[config.mk]
export PLATFORM = sky130hd
export DESIGN_NAME = token_argument_splitter
export DESIGN_NICKNAME = d
export VERILOG_FILES = /design/src/sv/tas_pkg.sv /design/src/sv/tas_cell.sv /design/src/sv/tas_fifo.sv /design/src/sv/token_argument_splitter.sv
export VERILOG_INCLUDE_DIRS = /design/src /design/src/sv
export SDC_FILE = /design/constraint.sdc
export NUM_CORES = 1
export LEC_CHECK = 0
export BUFFER_PORTS_ARGS = -buffer_cell sky130_fd_sc_hd__buf_4
export CORE_UTILIZATION = 60
export DETAILED_ROUTE_END_ITERATION = 8
export GPL_TIMING_DRIVEN = 0
export PLACE_DENSITY = 0.77
export REMOVE_ABC_BUFFERS = 1
export SYNTH_ARGS = -nofsm -noshare
export SYNTH_HDL_FRONTEND = slang
export SYNTH_SLANG_ARGS = --single-unit
[constraint.sdc]
create_clock -name i_clk -period 15.35 [get_ports i_clk]
set_input_delay 2.3025 -clock i_clk [delete_from_list [all_inputs] [get_ports i_clk]]
set_output_delay 2.3025 -clock i_clk [all_outputs]
set_load 0.05 [all_outputs]
[src/sv/token_argument_splitter_defines.svh]
// assertion helpers for the argument splitter
// both forms sample on i_clk and are held off while i_rst_n is low
`ifndef TOKEN_ARGUMENT_SPLITTER_DEFINES_SVH
`define TOKEN_ARGUMENT_SPLITTER_DEFINES_SVH

// consequence must hold in the same cycle
`define TAS_ASSERT_NOW(lbl, ante, cons, msg) \
    lbl: assert property (@(posedge i_clk) disable iff (!i_rst_n) (ante) |-> (cons)) \
        else $error(msg);

// consequence must hold in the cycle after the antecedent
`define TAS_ASSERT_NEXT(lbl, ante, cons, msg) \
    lbl: assert property (@(posedge i_clk) disable iff (!i_rst_n) (ante) |=> (cons)) \
        else $error(msg);

`endif

[src/sv/tas_pkg.sv]
`timescale 1ns / 1ps
package tas_pkg;

    // default sizes
    localparam int STACK_DEPTH_DEFAULT = 32;
    localparam int INDEX_BITS_DEFAULT  = 16;

    // result queue
    localparam int FIFO_DEPTH = 4;

    // token classes
    localparam logic [3:0] CLS_OTHER  = 4'd0;
    localparam logic [3:0] CLS_TRIVIA = 4'd1;
    localparam logic [3:0] CLS_LPAREN = 4'd2;
    localparam logic [3:0] CLS_LBRACK = 4'd3;
    localparam logic [3:0] CLS_LBRACE = 4'd4;
    localparam logic [3:0] CLS_RPAREN = 4'd5;
    localparam logic [3:0] CLS_RBRACK = 4'd6;
    localparam logic [3:0] CLS_RBRACE = 4'd7;
    localparam logic [3:0] CLS_COMMA  = 4'd8;
    localparam logic [3:0] CLS_EOF    = 4'd9;

    // expected closer codes held on the stack
    localparam logic [1:0] CLOSE_PAREN = 2'd0;
    localparam logic [1:0] CLOSE_BRACK = 2'd1;
    localparam logic [1:0] CLOSE_BRACE = 2'd2;

    // list status
    localparam logic [1:0] ST_OK        = 2'd0;
    localparam logic [1:0] ST_MISMATCH  = 2'd1;
    localparam logic [1:0] ST_UNCLOSED  = 2'd2;
    localparam logic [1:0] ST_TOO_DEEP  = 2'd3;

    // shift command broadcast along the stack cells
    typedef struct packed {
        logic       push;
        logic       pop;
        logic [1:0] closer;
    } t_stack_op;

    // results written into the queue together in the same cycle
    typedef struct packed {
        logic first;
        logic second;
    } t_fifo_push;

endpackage

[src/sv/tas_cell.sv]
`timescale 1ns / 1ps
module tas_cell (
    input  logic              i_clk,
    input  tas_pkg::t_stack_op i_op,
    input  logic [1:0]        i_above,
    input  logic [1:0]        i_below,
    output logic [1:0]        o_value
);
    import tas_pkg::*;

    logic [1:0] r_value;

    // push takes the neighbour nearer the top, pop takes the one further down
    always_ff @(posedge i_clk) begin
        if (i_op.push) begin
            r_value <= i_above;
        end else if (i_op.pop) begin
            r_value <= i_below;
        end
    end

    assign o_value = r_value;

endmodule

[src/sv/tas_fifo.sv]
`timescale 1ns / 1ps
module tas_fifo #(
    parameter int WIDTH = 38
) (
    input  logic               i_clk,
    input  logic               i_rst_n,
    input  tas_pkg::t_fifo_push i_push,
    input  logic [WIDTH-1:0]   i_data0,
    input  logic [WIDTH-1:0]   i_data1,
    output logic               o_room,
    output logic               o_valid,
    input  logic               i_stall,
    output logic [WIDTH-1:0]   o_data
);
    import tas_pkg::*;

    localparam int PTR_W = $clog2(FIFO_DEPTH);
    localparam int CNT_W = $clog2(FIFO_DEPTH + 1);

    logic [WIDTH-1:0] r_q [FIFO_DEPTH];
    logic [PTR_W-1:0] r_head;
    logic [PTR_W-1:0] r_tail;
    logic [CNT_W-1:0] r_count;
    logic [PTR_W-1:0] w_tail_next;
    logic [CNT_W-1:0] w_push_cnt;
    logic             w_pop;

    assign w_tail_next = PTR_W'(r_tail + 1'b1);
    assign w_push_cnt  = CNT_W'({1'b0, i_push.first}) + CNT_W'({1'b0, i_push.second});
    assign w_pop       = o_valid && !i_stall;

    // pointers and fill count
    always_ff @(posedge i_clk) begin
        if (!i_rst_n) begin
            r_head  <= '0;
            r_tail  <= '0;
            r_count <= '0;
        end else begin
            r_head  <= PTR_W'(r_head + PTR_W'(w_pop));
            r_tail  <= PTR_W'(r_tail + PTR_W'(w_push_cnt));
            r_count <= CNT_W'(r_count + w_push_cnt - CNT_W'(w_pop));
        end
    end

    // storage, up to two entries written per cycle
    always_ff @(posedge i_clk) begin
        if (i_push.first) begin
            r_q[r_tail] <= i_data0;
        end
        if (i_push.second) begin
            r_q[w_tail_next] <= i_data1;
        end
    end

    // space for two results keeps the producer free to write a pair
    assign o_room  = r_count <= CNT_W'(FIFO_DEPTH - 2);
    assign o_valid = r_count != '0;
    assign o_data  = r_q[r_head];

endmodule

[src/sv/token_argument_splitter.sv]
`timescale 1ns / 1ps
// a token's results are registered into the result queue at its transfer and offered in order from its head
// throughput: one token per cycle while o_stall is low; the nesting check is a single shift of the closer cell row
// a comma that is also the last token gives two results through a four-entry result queue
// o_stall rises while that queue holds more than two results
// reset is synchronous on i_rst_n low: list state and queue clear, stack cells keep no reset
module token_argument_splitter #(
    parameter int STACK_DEPTH = tas_pkg::STACK_DEPTH_DEFAULT,
    parameter int INDEX_BITS  = tas_pkg::INDEX_BITS_DEFAULT
) (
    input  logic                  i_clk,
    input  logic                  i_rst_n,
    input  logic                  i_valid,
    output logic                  o_stall,
    input  logic [INDEX_BITS-1:0] i_token_index,
    input  logic [3:0]            i_token_class,
    input  logic                  i_last_token,
    output logic                  o_valid,
    input  logic                  i_stall,
    output logic [INDEX_BITS:0]   o_arg_begin,
    output logic [INDEX_BITS:0]   o_arg_end,
    output logic                  o_arg_present,
    output logic [1:0]            o_status,
    output logic                  o_list_done
);
    import tas_pkg::*;
    `include "token_argument_splitter_defines.svh"

    localparam int LVL_W = $clog2(STACK_DEPTH + 1);
    localparam int RES_W = 2 * (INDEX_BITS + 1) + 4;

    logic [LVL_W-1:0]      r_level,  n_level;
    logic [INDEX_BITS-1:0] r_first,  n_first;
    logic [INDEX_BITS:0]   r_end,    n_end;
    logic                  r_has,    n_has;
    logic                  r_comma,  n_comma;
    logic [1:0]            r_err,    n_err;

    logic                  w_acc;
    logic                  w_drop;
    logic                  w_active;
    logic                  w_is_open;
    logic                  w_is_close;
    logic                  w_comma_fire;
    logic [INDEX_BITS:0]   w_idx_ext;
    logic [INDEX_BITS:0]   w_idx_inc;
    logic [1:0]            w_top;
    logic [1:0]            w_open_code;
    logic [1:0]            w_close_code;
    t_stack_op             w_op;
    t_fifo_push            w_push;
    logic                  w_room;

    logic [INDEX_BITS:0]   w_c_begin, w_c_end;
    logic [INDEX_BITS:0]   w_f_begin, w_f_end, w_list_end;
    logic                  w_f_present;
    logic [1:0]            w_f_status;
    logic [RES_W-1:0]      w_comma_res, w_final_res, w_res0, w_out;
    logic [1:0]            w_cell [STACK_DEPTH];

    assign w_acc        = i_valid && !o_stall;
    assign w_drop       = i_last_token && (i_token_class == CLS_EOF);
    assign w_active     = w_acc && !w_drop && (r_err == ST_OK);
    assign w_is_open    = (i_token_class == CLS_LPAREN) || (i_token_class == CLS_LBRACK)
                       || (i_token_class == CLS_LBRACE);
    assign w_is_close   = (i_token_class == CLS_RPAREN) || (i_token_class == CLS_RBRACK)
                       || (i_token_class == CLS_RBRACE);
    assign w_idx_ext    = {1'b0, i_token_index};
    assign w_idx_inc    = (INDEX_BITS + 1)'(w_idx_ext + 1'b1);
    assign w_open_code  = 2'(i_token_class - CLS_LPAREN);
    assign w_close_code = 2'(i_token_class - CLS_RPAREN);
    assign w_top        = w_cell[0];

    // argument closed by a comma at depth zero
    assign w_c_begin = r_has ? {1'b0, r_first} : w_idx_ext;
    assign w_c_end   = r_has ? r_end : w_idx_ext;

    // token decode, nesting update and final result
    always_comb begin
        n_level      = r_level;
        n_first      = r_first;
        n_end        = r_end;
        n_has        = r_has;
        n_comma      = r_comma;
        n_err        = r_err;
        w_op         = '0;
        w_comma_fire = 1'b0;

        if (w_active && (i_token_class != CLS_TRIVIA)) begin
            if ((i_token_class == CLS_COMMA) && (r_level == '0)) begin
                w_comma_fire = 1'b1;
                n_has        = 1'b0;
                n_comma      = 1'b1;
            end else begin
                if (!r_has) begin
                    n_first = i_token_index;
                end
                n_has = 1'b1;
                n_end = w_idx_inc;
                if (w_is_open) begin
                    if (r_level == LVL_W'(STACK_DEPTH)) begin
                        n_err = ST_TOO_DEEP;
                    end else begin
                        w_op.push   = 1'b1;
                        w_op.closer = w_open_code;
                        n_level     = LVL_W'(r_level + 1'b1);
                    end
                end else if (w_is_close) begin
                    if ((r_level == '0) || (w_top != w_close_code)) begin
                        n_err = ST_MISMATCH;
                    end else begin
                        w_op.pop = 1'b1;
                        n_level  = LVL_W'(r_level - 1'b1);
                    end
                end
            end
        end

        // final result from the state after this token
        w_list_end  = w_drop ? w_idx_ext : w_idx_inc;
        w_f_status  = ((n_err == ST_OK) && (n_level != '0)) ? ST_UNCLOSED : n_err;
        w_f_begin   = '0;
        w_f_end     = '0;
        w_f_present = 1'b0;
        if (w_f_status == ST_OK) begin
            if (n_has) begin
                w_f_begin   = {1'b0, n_first};
                w_f_end     = n_end;
                w_f_present = 1'b1;
            end else if (n_comma) begin
                w_f_begin   = w_list_end;
                w_f_end     = w_list_end;
                w_f_present = 1'b1;
            end
        end

        // list ends: back to the empty state
        if (w_acc && i_last_token) begin
            n_level = '0;
            n_first = '0;
            n_end   = '0;
            n_has   = 1'b0;
            n_comma = 1'b0;
            n_err   = ST_OK;
        end
    end

    // list state
    always_ff @(posedge i_clk) begin
        if (!i_rst_n) begin
            r_level <= '0;
            r_first <= '0;
            r_end   <= '0;
            r_has   <= 1'b0;
            r_comma <= 1'b0;
            r_err   <= ST_OK;
        end else begin
            r_level <= n_level;
            r_first <= n_first;
            r_end   <= n_end;
            r_has   <= n_has;
            r_comma <= n_comma;
            r_err   <= n_err;
        end
    end

    // closer stack as a row of shifting cells, top at cell zero
    for (genvar g = 0; g < STACK_DEPTH; g++) begin : g_cell
        logic [1:0] w_above;
        logic [1:0] w_below;
        if (g == 0) begin : g_top
            assign w_above = w_op.closer;
        end else begin : g_mid
            assign w_above = w_cell[g-1];
        end
        if (g == STACK_DEPTH - 1) begin : g_bottom
            assign w_below = CLOSE_PAREN;
        end else begin : g_up
            assign w_below = w_cell[g+1];
        end
        tas_cell u_cell (
            .i_clk   (i_clk),
            .i_op    (w_op),
            .i_above (w_above),
            .i_below (w_below),
            .o_value (w_cell[g])
        );
    end

    // results into the queue, comma result ahead of the final one
    assign w_comma_res  = {w_c_begin, w_c_end, 1'b1, ST_OK, 1'b0};
    assign w_final_res  = {w_f_begin, w_f_end, w_f_present, w_f_status, 1'b1};
    assign w_push.first = w_comma_fire || (w_acc && i_last_token);
    assign w_push.second = w_comma_fire && w_acc && i_last_token;
    assign w_res0       = w_comma_fire ? w_comma_res : w_final_res;

    tas_fifo #(
        .WIDTH (RES_W)
    ) u_fifo (
        .i_clk   (i_clk),
        .i_rst_n (i_rst_n),
        .i_push  (w_push),
        .i_data0 (w_res0),
        .i_data1 (w_final_res),
        .o_room  (w_room),
        .o_valid (o_valid),
        .i_stall (i_stall),
        .o_data  (w_out)
    );

    assign o_stall = !w_room;
    assign {o_arg_begin, o_arg_end, o_arg_present, o_status, o_list_done} = w_out;

    // checks
    `TAS_ASSERT_NOW(a_err_final, o_valid && (o_status != ST_OK),
        o_list_done && !o_arg_present, "error status outside a final result")
    `TAS_ASSERT_NOW(a_level_bound, 1'b1, r_level <= LVL_W'(STACK_DEPTH),
        "nesting level beyond stack depth")
    `TAS_ASSERT_NEXT(a_list_clear, w_acc && i_last_token,
        (r_level == '0) && !r_has && !r_comma && (r_err == ST_OK),
        "list state not cleared after last token")

endmodule

Word level (Yosys, flattened, before mapping)
Memory sizes are Yosys's and may differ from the RTL's. A register that Yosys moved wholly into a read port is not among the register bits. Index checks and enable logic that the tools add are counted.

Bits in registers: 114. Latch bits: 0. Bits in writable memories: 152. Memory bits (read-only): 0. Bits of input ports: 25. Output and inout bits: 40. Word-level logic and storage cells: 208. Memories kept: 1.

Memory list: u_fifo.r_q (words 4, bits a word 38, read ports 1, clocked after Yosys merged registers in 1, write ports 2, line tas_fifo.sv:20) `logic [WIDTH-1:0] r_q [FIFO_DEPTH];`.

Add/subtract/negate cells: 11. Multipliers: 0. Divide/modulo/power cells: 0. Order comparisons: 1. Eq/ne operators: 11. Shift operators: 0. Muxes and demuxes: 114. Bitwise gates (word level): 1. Reduce and logical (&&, ||, !) cells: 28.

Operator list (number): $mux W17 (9); $mux W2 (74); $mux W16 (4); $mux W38 (1); $mux W6 (6); $mux W1 (18); $add A16 B1 Y17 const B (1); $eq A4 B3 Y1 const B (4); $logic_and A1 B1 Y1 (11); $eq A4 B2 Y1 const B (2); $eq A4 B4 Y1 const B (2); $mux W4 (2); $add A6 B1 Y6 const B (1); $eq A6 B6 Y1 const B (1); $logic_not A2 Y1 (3); $logic_not A6 Y1 (1); $logic_or A1 B1 Y1 (6); $reduce_bool A6 Y1 (1); $sub A6 B1 Y6 const B (1); $ne A4 B1 Y1 const B (1); $add A3 B3 Y3 (1); $le A3 B2 Y1 const B (1); $logic_not A1 Y1 (3); $reduce_bool A3 Y1 (1); other kinds (11) (11).

Depth between registers and ports, before layout
Depth after elaboration: 14. Depth in mapped cells: 15. Mapped depth without buffers: 15.

Cells and area by module
A second synthesis with hierarchy kept.

Cells, all modules: 1220. Area total of the unflattened synthesis: 15128.3 um^2.

Modules (own cells, without submodules): tas_fifo (instances 1, cells an instance 409, area each 7888.8 um^2, sequential area each 4704.5 um^2); token_argument_splitter (instances 1, cells an instance 651, area each 4396.7 um^2, sequential area each 860.8 um^2); tas_cell (instances 32, cells an instance 5, area each 88.8 um^2, sequential area each 60.1 um^2).

Worst setup path before layout
Ideal clock, no wire load.

Path type: input to register. From: input i_token_class[0]. To: register g_cell[0].u_cell.r_value[0], enable pin. Setup time: 0.510 ns. Arrival: 6.994 ns. Required time: 14.840 ns. Path slack: 7.846 ns. Cell stages on the path: 10. Path buffers: 4. Cells stage by stage: inv_1 -> ha_1 -> and3b_1 -> nand3_1 -> nand3_1 -> clkbuf_1 -> clkbuf_1 -> buf_1 -> clkbuf_1 -> a21oi_1.

Longest elaborated chain between the ends: 9. Elaborated cells between the ends (all ways): 29. Those cells by class: add/sub: 1; eq/ne: 10; mux: 6; reduce/logical: 12.

Ends and longest elaborated chain: start: declaration (line token_argument_splitter.sv:16) `input logic [3:0] i_token_class,`; $sub A2 B1 Y2 (line token_argument_splitter.sv:71) `assign w_close_code = 2'(i_token_class - CLS_RPAREN);`; $ne A2 B2 Y1 (line token_argument_splitter.sv:109) `if ((r_level == '0) || (w_top != w_close_code)) begin`; $logic_or A1 B1 Y1 (line token_argument_splitter.sv:109); $mux W1 (line token_argument_splitter.sv:109); $mux W1 (line token_argument_splitter.sv:108) `end else if (w_is_close) begin`; $mux W1 (line token_argument_splitter.sv:100) `if (w_is_open) begin`; $mux W4 (line token_argument_splitter.sv:90) `if ((i_token_class == CLS_COMMA) && (r_level == '0)) begin`; $mux W4 (*) (line token_argument_splitter.sv:89) `if (w_active && (i_token_class != CLS_TRIVIA)) begin`; $reduce_bool A2 Y1 (no source line) (*); end signal: assignment (line tas_cell.sv:16) `r_value <= i_above;`; end signal: assignment (line tas_cell.sv:18) `r_value <= i_below;`; end: declaration (line tas_cell.sv:11) `logic [1:0] r_value;`.

Mark *: on every way between the ends. The rest lies on a longest branch, timed or not. A chain may end at the register's enable or synchronous reset.

==> impl_metrics.yaml <==
clock_tree:
  cts_max_level: 1
  ctsHoldBuffers: 0
  clk_latency_ns: 0.53
  cts_num_sinks: 266
  cts_setup_buffers: 0
  ctsLongestPathBuffers: 3
  post_cts_resized: 0
  clk_pin_slew_ns: 0.06
  numCtsBuffers: 27
  cts_root_buf: "clkbuf_16"
  cts_tree: "yes"
synthesis:
  synth_top_area_share: 0.462
  seq_area_frac_synth: 0.541
  synth-edff-count: 212
  avgSynthCellArea_um2: 11.6
  async_flop_share: 0
  ys_ff_latch: 266
  yosys-mux-area-fraction: 0.116
  ys_warn_count: 0
  synth_compound_area_frac: 0.148
  synth_ff_type: "edfxtp_1"
  ys_top_cells_by_count: "212 x edfxtp_1, 109 x nor2_1, 91 x o22ai_1"
  synth_simple_gate_area_frac: 0.128
  syn-instance-count: 1184
  ys_top_cells_by_area: "edfxtp_1 46%, dfxtp_1 7.9%, mux4_2 6.2%, mux2_2 5.2%, o22ai_1 4.1%"
  synth_top_family_by_area: "compound AO/OA/AOI/OAI gates"
  synth_top_cell_by_area: "edfxtp_1"
  syn-cell-area_um2: 13800
  yosys.cell_types.count: 78
  synthAdderAreaFrac: 0.0142
  synthXorXnorAreaFrac: 0.0242
  yosysMostFrequentCell: "edfxtp_1"
global_routing:
  antenna_found_initial: 0
  grt_max_degree: 47
  grt_usage: 0.290
  grt_first_pass_wirelength_mm: 53.4
  grt_overflow_total: 0
  grt_pass1_vias: 9916
critical_path:
  cp.arrival_ns: 6.95
  crit_required_ns: 15.66
  path_cells: "buf_4 -> inv_1 -> ha_1 -> and3b_1 -> nand3_1 -> nor3_4 -> nor2_1 -> nor3_1 -> nand2_1 -> o22ai_1"
  critical_path_class: "input port to flop"
  cp_slowest_cell: "nand2_1"
  critPathMaxStageDelay_ns: 1.10
  worst_r2r_endpoint: "u_fifo.r_q[0][8]"
  worstRegToRegCells: 9
  r2r_setup_slack_ns: 9.98
  critPathCaptureType: "flop"
  r2r-start: "r_level[0]"
  critPathLaunchType: "input port"
  crit_path_max_fanout: 26
detailed_routing:
  postRouteAntennaNets: 0
  drtPass1Iterations: 6
  drtIter0Drc: 950
  via_per_inst: 6.75
  wl_mm: 34.0
  vias: 10227
  drc: 0
  routedWlPerCell_um: 22.4
sta:
  max_slew_margin: 0.101
  min_period_ns: 6.64
  slew_viol_final: 0
  worstMarginPinSlew_ns: 1.35
  fmax_ghz: 0.151
  whs_ns: 0.465
  fin_skew_ns: 0.0143
  finalSetupViolCount: 0
  finalSetupTns_ns: 0
  finalCritPeriodShare: 0.432
  rsz0062_at_grt: "false"
  final-hold-violation-count: 0
min_path:
  hp-start: "u_fifo.r_q[3][0]"
  whs_path_depth: 1
  holdPathEnd: "u_fifo.r_q[3][0]"
  hold_class: "flop to flop"
finish:
  antennaDiodeCount: 0
  fin_nets: 1251
  area_growth_pct: 12.8
  drive_gt1_frac: 0.210
placement:
  place.gp.congestion: 0.867
  place.port_buffers: 64
  hpwl_mm: 22.7
floorplan:
  dieWidth_um: 153
  pin_count: 65
  die_area_um2: 23600
  fp-row-count: 55
  start_util: 0.610
  core_um2: 22600
  dieHeight_um: 153
power:
  p_leak_nw: 5.01
  p_per_area_nw_per_um2: 141
  vdd_drop_max_uv: 92.7
run_status:
  outcome: "completed"
run:
  drv_cap: 0
-- logic make-up (layout without fill, tap and decap cells) --
family	after synthesis	after routing
and+or+nand+nor	346	346
AOI/OAI and AO/OA	315	315
DFF	266	266
muxes	104	104
buffers and inverters	100	147
xor gates and xnor gates	38	38
adders and majority gates	15	15
-- where the power goes --
group,internal [W],switching [W]
Sequential,0.000832,0.0000607
Clock,0.000369,0.000263
Combinational,0.000244,0.000423
Total,0.00144,0.000747
-- registers in the layout, indices dropped and copies added, names as in the netlist --
signal,cells
g_cell.u_cell.o_value,64
r_comma,1
r_end,17
r_err,2
r_first,16
r_has,1
r_level,6
u_fifo.r_count,3
u_fifo.r_head,2
u_fifo.r_q,152
u_fifo.r_tail,2
-- layout by cell type, fill, tap and decap left out, drive strengths merged, types with 14 or more instances in the layout --
cell    instances
nor3           19
clkbuf         42
nand3          26
nor2b          35
a21oi          87
edfxtp        212
dfxtp          54
buf            80
and2           18
nand2          75
ha             14
xnor2          25
o22ai          98
mux4           38
inv            18
o21ai          39
nor2          111
mux2           63
-- stage by stage --
step,setup WS [ns],cells,total power (W),util,cell area [um^2]
2_1_floorplan,7.65,1102,0.00136,-,13400
3_3_place_gp,4.78,1451,0.00154,0.632,14300
3_5_place_dp,8.40,1467,0.00157,0.651,14700
4_1_cts,8.97,1516,0.00219,0.688,15500
5_1_grt,8.61,1516,0.00227,0.688,15500
6_report,8.71,1516,0.00219,0.688,15500
-- worst max path at each step --
stage | startpoint | end | depth (start not counted)
2_1_floorplan | i_token_class[0] | g_cell[0].u_cell.o_value[0] | 6
3_3_place_gp | i_token_class[0] | u_fifo.r_q[2][19] | 8
3_5_place_dp | i_token_class[0] | u_fifo.r_q[0][8] | 10
4_1_cts | i_token_class[0] | u_fifo.r_q[0][8] | 10
5_1_grt | i_token_class[1] | u_fifo.r_q[0][8] | 10
6_report | i_token_class[1] | u_fifo.r_q[0][8] | 10
-- routing by layer --
layer | routed length (um) | vias to the layer above | track usage
met5 | 0 | - | 0
met4 | 973 | 0 | 0.0971
met3 | 3270 | 87 | 0.0598
met2 | 16700 | 558 | 0.489
met1 | 13000 | 4981 | 0.374
li1 | - | 4601 | -
-- worst max-delay path: cells and delay by family --
kind | cells | cell delay (ns)
AO/OA/AOI/OAI | 1 | 0.58
adder cells (fa/ha/maj) | 1 | 0.19
buffers and inverters | 2 | 0.20
AND/OR/NAND/NOR | 6 | 3.68
-- final cells by class --
type                       count  area [um^2]
clock buffer                  42          792
clock inverter                 7         56.3
fill                        1616         7040
inverter                      18         67.6
multi-input combinational    818         5990
sequential                   266         7450
tap                          285          357
timing repair buffer          80          813
Note: power is estimated with default switching activity, not from simulation.
